### src/rtl/caching_buffer_pool_manager_unit_assert.svh
// ----------------------------------------------------------------------------
// Assertion macros for the caching buffer pool manager
// Implication and invariant checks clocked on i_clk, held off during reset.
// ----------------------------------------------------------------------------
`ifndef CACHING_BUFFER_POOL_MANAGER_UNIT_ASSERT_SVH
`define CACHING_BUFFER_POOL_MANAGER_UNIT_ASSERT_SVH

// antecedent implies consequent in the same cycle
`define CBPM_ASSERT_IMP(name, ante, cons, msg) \
    name: assert property (@(posedge i_clk) disable iff (!i_rst_n) (ante) |-> (cons)) \
        else $error(msg);

// antecedent implies consequent in the next cycle
`define CBPM_ASSERT_NEXT(name, ante, cons, msg) \
    name: assert property (@(posedge i_clk) disable iff (!i_rst_n) (ante) |=> (cons)) \
        else $error(msg);

`endif

### src/rtl/cbpm_pkg.sv
// ----------------------------------------------------------------------------
// cbpm_pkg
// Shared constants, types and codes of the caching buffer pool manager.
// ----------------------------------------------------------------------------
package cbpm_pkg;

    localparam int SMALL_ENTRIES = 32;
    localparam int BIG_ENTRIES   = 16;
    localparam int ADDRESS_BITS  = 48;

    localparam int SIZE_W      = 37;
    localparam int PORT_ADDR_W = 48;
    localparam int KIND_W      = 4;
    localparam int CFG_IDX_W   = 2;
    localparam int S_TDATA_W   = 136;

    localparam int SMALL_IW = (SMALL_ENTRIES > 1) ? $clog2(SMALL_ENTRIES) : 1;
    localparam int BIG_IW   = (BIG_ENTRIES > 1) ? $clog2(BIG_ENTRIES) : 1;
    localparam int IDX_W    = (SMALL_IW > BIG_IW) ? SMALL_IW : BIG_IW;
    localparam int KEEP_W   = $clog2(SMALL_ENTRIES + 1);

    typedef logic [SIZE_W-1:0]       t_size;
    typedef logic [ADDRESS_BITS-1:0] t_addr;

    localparam t_size RST_SMALL_LIMIT = t_size'(64'd1048576);
    localparam t_size RST_BIG_SLACK   = t_size'(64'd1048576);
    localparam t_size RST_TRIM_THR    = t_size'(64'd1073741824);

    localparam logic [CFG_IDX_W-1:0] CFG_SMALL_LIMIT = 2'd0;
    localparam logic [CFG_IDX_W-1:0] CFG_BIG_SLACK   = 2'd1;
    localparam logic [CFG_IDX_W-1:0] CFG_TRIM_THR    = 2'd2;

    typedef enum logic [KIND_W-1:0] {
        KIND_HIT      = 4'd0,
        KIND_NEW      = 4'd1,
        KIND_FAIL     = 4'd2,
        KIND_FULL     = 4'd3,
        KIND_TRIM     = 4'd4,
        KIND_RELEASED = 4'd5,
        KIND_EXTERNAL = 4'd6,
        KIND_DOUBLE   = 4'd7,
        KIND_NULL     = 4'd8
    } t_kind;

    typedef enum logic [3:0] {
        S_IDLE,
        S_DECODE,
        S_SMALL_SCAN,
        S_BIG_SCAN,
        S_BIG_DONE,
        S_MISS,
        S_TRIM,
        S_TRIM_END,
        S_REL_SMALL,
        S_REL_BIG,
        S_EXT
    } t_state;

    typedef enum logic [3:0] {
        OP_NONE,
        OP_LOAD,
        OP_SMALL_STEP,
        OP_SMALL_HIT,
        OP_BIG_STEP,
        OP_BIG_HIT,
        OP_MISS,
        OP_TRIM_STEP,
        OP_TRIM_END,
        OP_REL_SMALL,
        OP_REL_BIG,
        OP_EMIT_NULL,
        OP_EMIT_EXT
    } t_op;

    typedef struct packed {
        t_op  op;
        logic idx_inc;
        logic idx_clr;
    } t_cmd;

    typedef struct packed {
        logic is_release;
        logic is_big;
        logic rel_zero;
        logic trim_needed;
        logic small_last;
        logic big_last;
        logic small_fit;
        logic small_idle_at;
        logic small_match;
        logic big_match;
        logic best_found;
        logic out_free;
    } t_status;

endpackage

### src/rtl/cbpm_ctrl.sv
// ----------------------------------------------------------------------------
// cbpm_ctrl
// Sequencer: walks the entry tables one index per cycle, holding in trim while the result
// stage is full, and issues datapath commands for lookup, trim, record and result transfers.
// ----------------------------------------------------------------------------
module cbpm_ctrl (
    input  logic             i_clk,
    input  logic             i_rst_n,
    input  logic             i_in_valid,
    input  cbpm_pkg::t_status i_status,
    output logic             o_in_ready,
    output cbpm_pkg::t_cmd   o_cmd
);
    import cbpm_pkg::*;

    t_state r_state;
    t_state n_state;

    always_ff @(posedge i_clk) begin
        if (!i_rst_n) begin
            r_state <= S_IDLE;
        end else begin
            r_state <= n_state;
        end
    end

    always_comb begin
        n_state    = r_state;
        o_in_ready = 1'b0;
        o_cmd      = '{op: OP_NONE, idx_inc: 1'b0, idx_clr: 1'b0};
        case (r_state)
            S_IDLE: begin
                o_in_ready = 1'b1;
                if (i_in_valid) begin
                    o_cmd.op      = OP_LOAD;
                    o_cmd.idx_clr = 1'b1;
                    n_state       = S_DECODE;
                end
            end
            S_DECODE: begin
                if (!i_status.is_release) begin
                    n_state = i_status.is_big ? S_BIG_SCAN : S_SMALL_SCAN;
                end else if (i_status.rel_zero) begin
                    if (i_status.out_free) begin
                        o_cmd.op = OP_EMIT_NULL;
                        n_state  = S_IDLE;
                    end
                end else if (i_status.trim_needed) begin
                    n_state = S_TRIM;
                end else begin
                    n_state = S_REL_SMALL;
                end
            end
            S_SMALL_SCAN: begin
                if (i_status.small_fit) begin
                    if (i_status.out_free) begin
                        o_cmd.op = OP_SMALL_HIT;
                        n_state  = S_IDLE;
                    end
                end else begin
                    o_cmd.op = OP_SMALL_STEP;
                    if (i_status.small_last) begin
                        n_state = S_MISS;
                    end else begin
                        o_cmd.idx_inc = 1'b1;
                    end
                end
            end
            S_BIG_SCAN: begin
                o_cmd.op = OP_BIG_STEP;
                if (i_status.big_last) begin
                    n_state = S_BIG_DONE;
                end else begin
                    o_cmd.idx_inc = 1'b1;
                end
            end
            S_BIG_DONE: begin
                if (i_status.best_found) begin
                    if (i_status.out_free) begin
                        o_cmd.op = OP_BIG_HIT;
                        n_state  = S_IDLE;
                    end
                end else begin
                    n_state = S_MISS;
                end
            end
            S_MISS: begin
                if (i_status.out_free) begin
                    o_cmd.op = OP_MISS;
                    n_state  = S_IDLE;
                end
            end
            S_TRIM: begin
                if (!i_status.small_idle_at || i_status.out_free) begin
                    o_cmd.op = OP_TRIM_STEP;
                    if (i_status.small_last) begin
                        n_state = S_TRIM_END;
                    end else begin
                        o_cmd.idx_inc = 1'b1;
                    end
                end
            end
            S_TRIM_END: begin
                o_cmd.op      = OP_TRIM_END;
                o_cmd.idx_clr = 1'b1;
                n_state       = S_REL_SMALL;
            end
            S_REL_SMALL: begin
                if (i_status.small_match) begin
                    if (i_status.out_free) begin
                        o_cmd.op = OP_REL_SMALL;
                        n_state  = S_IDLE;
                    end
                end else if (i_status.small_last) begin
                    o_cmd.idx_clr = 1'b1;
                    n_state       = S_REL_BIG;
                end else begin
                    o_cmd.idx_inc = 1'b1;
                end
            end
            S_REL_BIG: begin
                if (i_status.big_match) begin
                    if (i_status.out_free) begin
                        o_cmd.op = OP_REL_BIG;
                        n_state  = S_IDLE;
                    end
                end else if (i_status.big_last) begin
                    n_state = S_EXT;
                end else begin
                    o_cmd.idx_inc = 1'b1;
                end
            end
            S_EXT: begin
                if (i_status.out_free) begin
                    o_cmd.op = OP_EMIT_EXT;
                    n_state  = S_IDLE;
                end
            end
            default: begin
                n_state = S_IDLE;
            end
        endcase
    end

endmodule

### config.mk
export PLATFORM = sky130hd
export DESIGN_NAME = cbpm_ctrl
export DESIGN_NICKNAME = d
export VERILOG_FILES = /design/src/rtl/caching_buffer_pool_manager_unit_assert.svh /design/src/rtl/cbpm_pkg.sv /design/src/rtl/cbpm_ctrl.sv
export SDC_FILE = /design/constraint.sdc
export NUM_CORES = 1
export LEC_CHECK = 0
export BUFFER_PORTS_ARGS = -buffer_cell sky130_fd_sc_hd__buf_2
export CELL_PAD_IN_SITES_DETAIL_PLACEMENT = 1
export CELL_PAD_IN_SITES_GLOBAL_PLACEMENT = 2
export CORE_ASPECT_RATIO = 0.5
export CORE_UTILIZATION = 29
export DETAILED_ROUTE_END_ITERATION = 8
export PLACE_DENSITY = 0.8
export SETUP_SLACK_MARGIN = 0.1
export SYNTH_ARGS = -nofsm -noshare
export SYNTH_HDL_FRONTEND = slang
export SYNTH_SLANG_ARGS = --single-unit
### constraint.sdc
create_clock -name i_clk -period 1.8 [get_ports i_clk]
set_input_delay 0.09 -clock i_clk [delete_from_list [all_inputs] [get_ports i_clk]]
set_output_delay 0.09 -clock i_clk [all_outputs]
set_load 0.05 [all_outputs]
Word level (Yosys, flattened, before mapping)
Cells that the tools add are included.
{ "word_totals": {"ff_bits": 4, "out_inout_bits": 7, "word_cells": 66} }
{ "classes": {"eq_ne": 17, "n_mux": 43, "reduce_logical": 5} }
{ "op_table": {"columns": ["cell", "count"], "rows": [
  ["4-bit 2-to-1 mux", 24],
  ["4-bit one-hot mux with 11 select lines", 1],
  ["4-bit one-hot mux with 10 select lines", 1],
  ["4-bit by 3-bit equality test with 1-bit output, second input constant", 4],
  ["4-bit equality test, second input constant", 3],
  ["1-bit 2-to-1 mux", 9],
  ["3-bit 2-to-1 mux", 3],
  ["3-bit != test, second input constant", 3],
  ["4-bit by 2-bit equality test with 1-bit output, second input constant", 2],
  ["2-bit != test, second input constant", 4],
  ["7-bit AND reduction", 1],
  ["2-bit 2-to-1 mux", 3],
  ["1-bit one-hot mux with 5 select lines", 1],
  ["4-bit by 1-bit equality test with 1-bit output, second input constant", 1],
  ["4-bit zero test", 1],
  ["1-bit one-hot mux with 3 select lines", 1],
  ["2-bit OR reduction", 1],
  ["1-bit zero test", 1],
  ["1-bit logical OR", 1]
]} }

Logic depth before layout (Yosys ltp)
Gate-level depths: netlist of run 1.
{ "depth": {"depth_word": 4, "ltp_mapped": 6, "depth_no_buf": 4} }

Least setup slack after synthesis of run 1
OpenSTA, ideal clock, no wires.
{ "synth_timing": {"path_kind": "register to output", "startpoint": "register r_state[0]", "endpoint": "output o_cmd[4] (netlist name)", "arrival_ps": 1923, "required_ps": 1710, "path_slack_ps": -213, "path_stages_with_launch": 7, "path_buffers": 2, "cell_sequence": "dfxtp_1 > buf_6 > buf_8 > nand2b_1 > inv_1 > a21oi_1 > o21ai_0"} }
{ "synth_rtl": {"columns": ["item", "line", "rtl"], "rows": [
  ["start, declared", "cbpm_ctrl.sv:16", "t_state r_state;"],
  ["start signal, assigned", "cbpm_ctrl.sv:23", "r_state <= n_state;"],
  ["end, declared", "cbpm_ctrl.sv:12", "output cbpm_pkg::t_cmd o_cmd"]
]} }

==> results of run 1 <==
## per-stage QoR
step           total power, W  instances
3_5_place_dp         0.000588        176
6_report             0.000843        183
3_3_place_gp         0.000579        176
5_1_grt              0.000894        183
4_1_cts              0.000821        181
2_1_floorplan        0.000466        113
## cell usage after synthesis (all sizes together) (2+ instances only)
library cell  count  area share, %
a2bb2oi           2            2.1
nor2              9            4.0
o21ai             6            4.0
buf               7            7.8
nand2             8            3.5
or3b              2            2.1
inv               5            2.2
dfxtp             4            9.4
nor2b             4            2.9
o221ai            2            2.1
or2b              3            2.6
nor3              3            2.3
nand4             3            2.9
a211o             2            2.1
nor3b             2            1.8
a21oi             7            4.1
nand2b            5            3.7
or3               2            1.5
o21bai            4            3.5
o211ai            4            4.1
clkbuf            2            2.5
a21o              2            1.8
o2bb2ai           2            2.1
a22oi             2            2.3
and3b             2            2.1
## worst paths after layout
kind / from / endpoint / slack [ns] / depth (start not counted)
max reg2reg: r_state[0]$_SDFFE_PN0P_ / r_state[1]$_SDFFE_PN0P_ / 0.22 / 6
min reg2reg: r_state[1]$_SDFFE_PN0P_ / r_state[3]$_SDFFE_PN0P_ / 0.66 / 2
max: r_state[0]$_SDFFE_PN0P_ / o_cmd[1] / 0.10 / 5
min: i_rst_n / r_state[1]$_SDFFE_PN0P_ / 0.14 / 3
## layer usage
layer | GRT usage, % | part of all wire [%] | vias up
met1 | 32.7 | 52 | 481
met5 | 0 | 0 | -
met2 | 33.7 | 43 | 28
met4 | 3.24 | 0.45 | 0
met3 | 2.50 | 5.3 | 4
li1 | - | - | 505
## layout make-up
class	count	share of cell area, %
Timing Repair Buffer	39	23.0
Multi-Input combinational cell	95	60.2
Clock buffer	3	3.44
Tap cell	37	3.86
Sequential cell	4	7.93
Inverter	5	1.57
## critical path, delay by kind of cell, from the launching register on
| family | cells | cell delay, ns |
|---|---|---|
| buffers and inverters | 2 | 0.34 |
| DFF | 1 | 0.38 |
| and+or+nand+nor | 2 | 0.37 |
| AOI/OAI and AO/OA | 1 | 0.32 |
## kinds of logic after synthesis
kind of cell | after synthesis
multiplexers | 1
flip-flops | 4
AO/OA/AOI/OAI | 45
AND/OR/NAND/NOR | 49
buffers and inverters | 14
## timing repair
action / 4_1_cts / 5_1_grt
setup endpoints to repair: 6 / 6
buffers inserted: 2 / 2
pin swaps: 1 / 3
gates resized for setup: 19 / 12
## power groups by stage
| stage | registers, W | logic (W) | clock network [W] |
|---|---|---|---|
| 5_1_grt | 0.000130 | 0.000567 | 0.000197 |
| 2_1_floorplan | 0.000107 | 0.000358 | 0 |
| 3_3_place_gp | 0.000130 | 0.000449 | 0 |
| 4_1_cts | 0.000129 | 0.000501 | 0.000191 |
| 6_report | 0.000126 | 0.000530 | 0.000187 |
| 3_5_place_dp | 0.000131 | 0.000457 | 0 |
==> results.md, run 1 <==
- Fin area: approximately 1200 um^2
- Pin count of the biggest net entering global routing: 14
- Leakage power: just over 0.5 nW
- Final hold slack: about 0.14 ns
- Multi-input logic area: 722 um^2
- Post-synthesis net count: about 130
- Number of global-route vias before repair: 946
- Switching pwr: around 0.00038 W
- Mux share of post-synthesis cell area: between 1 and 1.5%
- Cell Rows: 13
- CTS Buffer Depth: 2
- Final hold vios: 0
- Port Buffers: 21
- Synth Flop Type: dfxtp_1
- Nets@finish: around 160
- Post-synthesis compound-gate area fraction: between 40 and 50%
- Setup WS pre-CTS: 0.00402 ns
- First-pass GRT wire length: ~5 mm
- Fill cell count: around 340
- Critical Path AT: between 1.5 and 2 ns
- Number of synthesized flops with an enable pin: 0
- Clock Power Share: between 20% and 30%
- WL final: approximately 3.3 mm
- Unrepaired setup endpoints after global routing: true
- Number of iterations in the first detailed-routing pass: 4
- Top flop regs: r_state x4
- Maximum fanout along the worst path: 6
- Tmin final: about 1.7 ns
- Sw frac: a little under half
- Fraction of layout instances using a drive strength above 1: between 40% and 50%
- Worst skew pair latency: 0.21 ns
- Largest family of logic cells by synthesized area: compound AO/OA/AOI/OAI gates
- Synth Cell Area: roughly 850 um^2
- Initial drt markers: between 60 and 70
- Int Pwr: ~0.00046 W
- Critical path class: flop to primary output
- Die area: ~3200 um^2
- TritonCTS clock tree: built
- Largest Register: r_state
- Most frequent cells in the layout: 17 x buf_4, 16 x buf_2, 8 x nor2_1, 8 x nand2_1, 7 x a21oi_1
- Setup ws final: roughly 0.10 ns
- Initial antenna violation count: 0
- Mean Syn Cell Area: approximately 7.6 um^2
- Die H: 40.4 um
- Setup violation total in the final timing report: 0
- Total track usage: ~22%
- Peak Freq: ~0.59 GHz
- Part of the cycle the worst path needs: a little over nine tenths
- Clock Skew: between 0.0001 and 0.00015 ns
- Via/cell ratio: approximately 5.6
- Area delta synth->final: 40.3%
- Seq pwr share: roughly 15%
- Max-slew violation count: 0
- Post-DP Area: around 1000 um^2
- Post-Synth Simple-Gate Area: a little over a third
- Worst rel slew slack: about 80%
- Cell variety after synth: 54
- Drt drc: 0
- Post-Synth Adder-Cell Area: 0%
- Worst-Margin Slew: 0.293 ns
- Comb pwr share: roughly 63%
- Cts hold-fix bufs: 0
- Die Wd: just under 80 um
- Worst-case vdd ir drop: around 280 uV
- Slowest stage delay, CP: roughly 0.38 ns
- Crit-path cells: buf_2 > or2b_1 > a211o_1 > nand2_1 > buf_6
- Hold Path Class: input pin to flop
- Setup TNS: 0 ns
- Post-synthesis sequential area ratio: under 10%
- Cts bufs inserted: 3
- IO Pins: 22
- PwrDens: 704 nW/um^2
- Number of flip-flops in the largest register: 4
- Htree depth: 1
- GPL Wtd Cong: between 0.8 and 0.9
- Dpl hpwl: about 2.4 mm
- Wire per inst: around 18 um
- Setup crit start kind: flop
- Synth Warn #: 0
- Total gr overflow: 0
- Status: complete, no violations
- #FFs+latches synth: 4
- Diode count: 0
- Max_cap viols: 0
- Slowest cell on crit path: dfxtp_4
- Initial core utilization: 31.6%
- Mapped Cells: 113
- Routed via count: roughly 1000
- Antenna Violating Nets Remaining: 0
- Clk slew on worst S/H paths: about 0.03 ns
- Ys async rst share: 0%
- Clk Tree Root Cell: clkbuf_8
- FF+latch area: around 95 um^2
- Final core utilization: between 40% and 50%
- Setup crit end kind: primary output
- Synth Area in XOR/XNOR: 0%
- Worst Path Required: approximately 1.7 ns
- Most common cell after layout, fill and taps aside: buf_4
- Clock sinks: 4
- Core box area: around 2700 um^2
No activity file was read; power rests on OpenSTA's default activity.
==> inputs of run 2 (changes only) <==
==> constraint.sdc (replaced) <==
create_clock -name i_clk -period 1.8 [get_ports i_clk]
set_input_delay 0.09 -clock i_clk [delete_from_list [all_inputs] [get_ports i_clk]]
set_output_delay 0.09 -clock i_clk [all_outputs]
set_load 0.1 [all_outputs]
==> run 2 against run 1 <==
  * Final cell count increased by 1.1%
  * Die area did not move
  * Clock-buffer cell count is the same
  * Critical endpoint unchanged
  * Wire length about the same
  * Sequential cell count is the same
==> results.md, run 2 (synthesis results as in run 1) <==
- Status: complete, no violations (unchanged)
- Final hold vios: 0 (unchanged)
- Number of global-route vias before repair: 1004 (was 946)
- Total track usage: 21.7% (was 21.8%)
- CP Buf/Inv Count: 2 (unchanged)
- Cts hold-fix bufs: 0 (unchanged)
- Die area: 3180 um^2 (unchanged)
- First-pass GRT wire length: 5.07 mm (was 5.00 mm)
- CTS Buffer Depth: 2 (unchanged)
- Clk slew on worst S/H paths: 0.03 ns (about the same)
- Part of the cycle the worst path needs: 95.0% (was 94.4%)
- Post-Layout Cell Count: 185 (was 183)
- Number of iterations in the first detailed-routing pass: 4 (unchanged)
- Fill cell count: 324 (was 335)
- Diode count: 0 (unchanged)
- Initial drt markers: 75 (was 62)
- Reg-to-Reg End: r_state[1]$_SDFFE_PN0P_ (unchanged)
- Area delta synth->final: 62.1% (was 40.3%)
- Die H: 40.4 um (unchanged)
- Setup violation total in the final timing report: 0 (unchanged)
- Setup crit start kind: flop (unchanged)
- Dpl hpwl: 2.46 mm (was 2.45 mm)
- Initial core utilization: 31.6% (unchanged)
- GPL Wtd Cong: 0.872 (was 0.822)
- Cell Rows: 13 (unchanged)
- Inst Count DP: 172 (was 176)
- Setup crit end kind: primary output (unchanged)
- Max-slew violation count: 0 (unchanged)
- Number of flip-flops in the largest register: 4 (unchanged)
- Post-DP Area: 1160 um^2 (was 1040 um^2)
- Tmin final: 1.71 ns (was 1.70 ns)
- Core box area: 2700 um^2 (unchanged)
- Largest Register: r_state (unchanged)
- Pin count of the biggest net entering global routing: 13 (was 14)
- Unrepaired setup endpoints after global routing: true (unchanged)
- Cts bufs inserted: 3 (unchanged)
- Hold Path Class: input pin to flop (unchanged)
- Crit-path leading delay family: simple AND/OR/NAND/NOR gates (was flip-flops)
- Final core utilization: 51.3% (was 44.4%)
- Htree depth: 1 (unchanged)
- Via/cell ratio: 5.66 (was 5.56)
- Most common cell after layout, fill and taps aside: buf_2 (was buf_4)
- Top flop regs: r_state x4 (unchanged)
- Initial antenna violation count: 0 (unchanged)
- Worst Path Required: 1.71 ns (about the same)
- Fin area: 1390 um^2 (was 1200 um^2)
- Fraction of layout instances using a drive strength above 1: 50.0% (was 45.9%)
- Slowest cell on crit path: or3b_1 (was dfxtp_4)
- Leakage power: 0.575 nW (was 0.503 nW)
- Power Total: 0.00106 W (was 0.000843 W)
- Port Buffers: 21 (unchanged)
- Antenna Violating Nets Remaining: 0 (unchanged)
- Nets@finish: 165 (was 163)
- Worst Reg-to-Reg Cells: 6 (unchanged)
- Hold_sp: i_rst_n (unchanged)
- Maximum fanout along the worst path: 7 (was 6)
- Drt drc: 0 (unchanged)
- Routed via count: 1048 (was 1018)
- Critical path class: flop to primary output (unchanged)
- Max_cap viols: 0 (unchanged)
- Flop2flop setup slack: 0.20 ns (was 0.22 ns)
- Die Wd: 78.8 um (unchanged)
- Worst Hold Depth: 3 (unchanged)
- WL final: 3.31 mm (about the same)
- TritonCTS clock tree: built (unchanged)
- Peak Freq: 0.585 GHz (was 0.589 GHz)
- Worst rel slew slack: 79.1% (was 80.3%)
- Worst-Margin Slew: 0.311 ns (was 0.293 ns)
- Worst skew pair latency: 0.21 ns (about the same)
- WHS Endpoint: r_state[0]$_SDFFE_PN0P_ (was r_state[1]$_SDFFE_PN0P_)
- Worst r2r src: r_state[1]$_SDFFE_PN0P_ (was r_state[0]$_SDFFE_PN0P_)
- Wire per inst: 17.9 um (was 18.1 um)
- PwrDens: 764 nW/um^2 (was 704 nW/um^2)
- Worst-case vdd ir drop: 543 uV (was 282 uV)
- Critical Path AT: 1.62 ns (was 1.61 ns)
- Total gr overflow: 0 (unchanged)
- IO Pins: 22 (unchanged)
- Clock Skew: 0.00355 ns (was 0.000112 ns)
- Clk Tree Root Cell: clkbuf_8 (unchanged)
- Clock sinks: 4 (unchanged)
- Slowest stage delay, CP: 0.36 ns (was 0.38 ns)
- Crit-path cells: buf_6 > or3b_1 > a211o_1 > nand2_2 > buf_12 (was buf_2 > or2b_1 > a211o_1 > nand2_1 > buf_6)
- Most frequent cells in the layout: 14 x buf_2, 13 x buf_4, 8 x nor2_1 (was 17 x buf_4, 16 x buf_2, 8 x nor2_1, 8 x nand2_1, 7 x a21oi_1)
==> run 2: changes by cell type in the layout (fill, tap and decap cells not counted), sizes merged <==
cell / before / now
dlymetal6s2s: 0 / 1
buf: 39 / 40
==> run 2: through the flow <==
stage               worst slack (ns)   TNS [ns]  hold slack (ns)
global route                  0.0447          0            0.186
global placement               0.119          0            0.385
floorplan                  -0.000132  -0.000132            0.233
CTS                           0.0387          0            0.164
detailed placement             0.100          0            0.388
finish                        0.0900          0            0.176
==> run 2: worst reg2reg max path, delay by kind of cell, from the launching register on <==
| kind | cells | cell delay [ns] |
|---|---|---|
| AND/OR/NAND/NOR | 2 | 0.44 |
| AO/OA/AOI/OAI | 2 | 0.39 |
| flip-flops | 1 | 0.35 |
| buffers and inverters | 2 | 0.28 |
==> run 2: worst max path at each step <==
stage	endpoint	start	cells after the start	slack, ns
floorplan	o_cmd[4]	r_state[0]$_SDFFE_PN0P_	6	-0.0001
global placement	o_cmd[1]	r_state[0]$_SDFFE_PN0P_	5	0.12
detailed placement	o_cmd[2]	r_state[3]$_SDFFE_PN0P_	5	0.10
CTS	o_cmd[1]	r_state[1]$_SDFFE_PN0P_	5	0.04
global route	o_cmd[5]	r_state[0]$_SDFFE_PN0P_	5	0.04
finish	o_cmd[1]	r_state[1]$_SDFFE_PN0P_	5	0.09
==> run 2: area by class of cell <==
type	count	area, um^2	share of cell area (%)
multi-input cells	95	796	57.5
repair buffers	41	388	28.0
flip-flops and latches	4	95.1	6.87
well taps	37	46.3	3.34
clock buffers	3	41.3	2.98
inverters	5	18.8	1.36
==> run 2: routing by layer <==
layer	GRT usage (%)	part of all wire [%]
met1	30.2	50
met2	37.8	44
met3	2.73	5.4
met4	1.39	0.36
met5	0	0
==> run 2: timing repair <==
item                                    in CTS  in global routing
endpoints found under the hold margin        0                  0
setup buffers                                4                  6
endpoints found under the setup margin       7                  8
gates cloned                                 0                  0
pin swaps                                    4                  9
resized for setup                           16                 18
==> run 2: where the power goes <==
part           switching (W)  internal (W)  total (W)  leakage (nW)
combinational       0.000443      0.000302   0.000746         0.518
sequential         0.0000243      0.000102   0.000126        0.0356
clock              0.0000439      0.000142   0.000186        0.0216
total               0.000512      0.000546    0.00106         0.575
==> inputs of run 3 (changes only) <==
--- a/config.mk
+++ b/config.mk
@@ -11,7 +11,7 @@
 export CORE_ASPECT_RATIO = 0.5
 export CORE_UTILIZATION = 29
 export DETAILED_ROUTE_END_ITERATION = 8
-export PLACE_DENSITY = 0.8
+export PLACE_DENSITY_LB_ADDON = 0.1
 export SETUP_SLACK_MARGIN = 0.1
 export SYNTH_ARGS = -nofsm -noshare
 export SYNTH_HDL_FRONTEND = slang
==> run 3 against run 2 <==
  * Critical path depth rose by 1
  * Critical path type unchanged
  * Hold slack got worse by 0.023 ns
  * Sequential power fell by 9.5%
  * Global-route usage rose by 0.18 points
  * Die area is the same
  * Wire length shrank 1.8%
  * Highest routed layer unchanged
==> results.md, run 3 (synthesis results as in run 1) <==
- Number of global-route vias before repair: 916 (was 1004)
- Die area: 3180 um^2 (unchanged)
- Worst Reg-to-Reg Cells: 7 (was 6)
- Setup crit end kind: primary output (unchanged)
- Via/cell ratio: 5.47 (was 5.66)
- Worst rel slew slack: 83.6% (was 79.1%)
- Maximum fanout along the worst path: 7 (unchanged)
- Hold Path Class: input pin to flop (unchanged)
- Critical Path AT: 1.66 ns (was 1.62 ns)
- DR top layer: met4 (unchanged)
- Largest Register: r_state (unchanged)
- Pin count of the biggest net entering global routing: 13 (unchanged)
- Most common cell after layout, fill and taps aside: buf_4 (was buf_2)
- Dpl hpwl: 2.63 mm (was 2.46 mm)
- Unrepaired setup endpoints after global routing: true (unchanged)
- Worst-case vdd ir drop: 639 uV (was 543 uV)
- Cts hold-fix bufs: 0 (unchanged)
- Critical path class: flop to primary output (unchanged)
- WL final: 3.25 mm (was 3.31 mm)
- DR WL met3: 96 um (was 179 um)
- Number of flip-flops in the largest register: 4 (unchanged)
- Setup ws final: 0.0549 ns (was 0.0900 ns)
- Area delta synth->final: 64.1% (was 62.1%)
- Setup crit start kind: flop (unchanged)
- Die H: 40.4 um (unchanged)
- Wire per inst: 16.9 um (was 17.9 um)
- Total track usage: 21.9% (was 21.7%)
- Fill cell count: 333 (was 324)
- Peak Freq: 0.573 GHz (was 0.585 GHz)
- TritonCTS clock tree: built (unchanged)
- Initial antenna violation count: 0 (unchanged)
- Met1 wire length: 1.89 mm (was 1.64 mm)
- Cts bufs inserted: 3 (unchanged)
- Fraction of layout instances using a drive strength above 1: 52.3% (was 50.0%)
- Core box area: 2700 um^2 (unchanged)
- Clk slew on worst S/H paths: 0.03 ns (about the same)
- IO Pins: 22 (unchanged)
- Setup WS pre-CTS: 0.116 ns (was 0.100 ns)
- Setup TNS: 0 ns (unchanged)
- Antenna Violating Nets Remaining: 0 (unchanged)
- Leakage power: 0.582 nW (was 0.575 nW)
- First-pass GRT wire length: 5.00 mm (was 5.07 mm)
- Max_cap viols: 0 (unchanged)
- Worst Hold Depth: 3 (unchanged)
- Part of the cycle the worst path needs: 97.0% (was 95.0%)
- Critical Path Start: r_state[3]$_SDFFE_PN0P_ (was r_state[1]$_SDFFE_PN0P_)
- Status: complete, no violations (unchanged)
- Drt drc: 0 (unchanged)
- Max-slew violation count: 0 (unchanged)
- Clock sinks: 4 (unchanged)
- Initial core utilization: 31.6% (unchanged)
- Setup violation total in the final timing report: 0 (unchanged)
- CTS Buffer Depth: 2 (unchanged)
- Htree depth: 1 (unchanged)
- Tmin final: 1.75 ns (was 1.71 ns)
- Most frequent cells in the layout: 23 x buf_4, 14 x buf_2, 9 x nor2_1 (was 14 x buf_2, 13 x buf_4, 8 x nor2_1)
- Total gr overflow: 0 (unchanged)
- Hold_sp: i_rst_n (unchanged)
- Port Buffers: 21 (unchanged)
- Number of iterations in the first detailed-routing pass: 4 (unchanged)
- Clk Tree Root Cell: clkbuf_8 (unchanged)
- Worst-Margin Slew: 0.243 ns (was 0.311 ns)
- Nets@finish: 172 (was 165)
- Final hold slack: 0.153 ns (was 0.176 ns)
- Worst Path Required: 1.71 ns (about the same)
- Diode count: 0 (unchanged)
- Worst r2r src: r_state[3]$_SDFFE_PN0P_ (was r_state[1]$_SDFFE_PN0P_)
- Worst skew pair latency: 0.22 ns (was 0.21 ns)
- Initial drt markers: 70 (was 75)
- Met2 wire length: 1.26 mm (was 1.47 mm)
- Final hold vios: 0 (unchanged)
- Die Wd: 78.8 um (unchanged)
- PwrDens: 772 nW/um^2 (was 764 nW/um^2)
- GPL Wtd Cong: 0.823 (was 0.872)
- Clock Skew: 0.00442 ns (was 0.00355 ns)
- Top flop regs: r_state x4 (unchanged)
- Routed via count: 1050 (was 1048)
- Cell Rows: 13 (unchanged)
-- run 3: repair_timing --
item	CTS	global route
endpoints found under the hold margin	0	0
gates resized for setup	21	11
pin swaps	4	3
endpoints found under the setup margin	5	6
buffers inserted	4	5
gates cloned	0	0
-- run 3: power breakdown --
part / internal [W] / switching, W
Combinational: 0.000328 / 0.000449
Sequential: 0.000100 / 0.0000136
Clock: 0.000143 / 0.0000492
-- run 3: worst paths after layout --
kind                                                 to  slack, ns
worst max-delay path                           o_cmd[1]       0.05
worst min register to register  r_state[3]$_SDFFE_PN0P_       0.74
worst max register to register  r_state[1]$_SDFFE_PN0P_       0.20
worst min-delay path            r_state[1]$_SDFFE_PN0P_       0.15
-- run 3: final cells by class --
class	instances	area [um^2]	area share, %
multi-input combinational	95	776	55.3
sequential	4	92.6	6.60
clock buffer	3	41.3	2.94
tap	37	46.3	3.30
timing repair buffer	48	428	30.5
inverter	5	18.8	1.34
-- run 3: critical path: stages (launching register included) --
cell	delay, ns
dfxtp_4	0.35
buf_6	0.13
buf_6	0.13
or2b_1	0.21
a211o_1	0.35
nand2_2	0.10
buf_12	0.17
-- run 3: stage by stage --
step | cell area, um^2 | util, % | power (W) | cells
finish | 1400 | 51.9 | 0.00108 | 192
global route | 1400 | 51.9 | 0.00114 | 192
CTS | 1330 | 49.2 | 0.00104 | 187
detailed placement | 1190 | 44.3 | 0.000795 | 180
global placement | 1190 | 44.3 | 0.000790 | 180
floorplan | 921 | - | 0.000592 | 113
-- run 3: per-layer routing --
| metal | global-route usage, % | vias to the layer above |
|---|---|---|
| met1 | 34.3 | 511 |
| met2 | 30.7 | 18 |
| met3 | 3.18 | 2 |
| met5 | 0 | - |
| li1 | - | 519 |
| met4 | 2.78 | 0 |
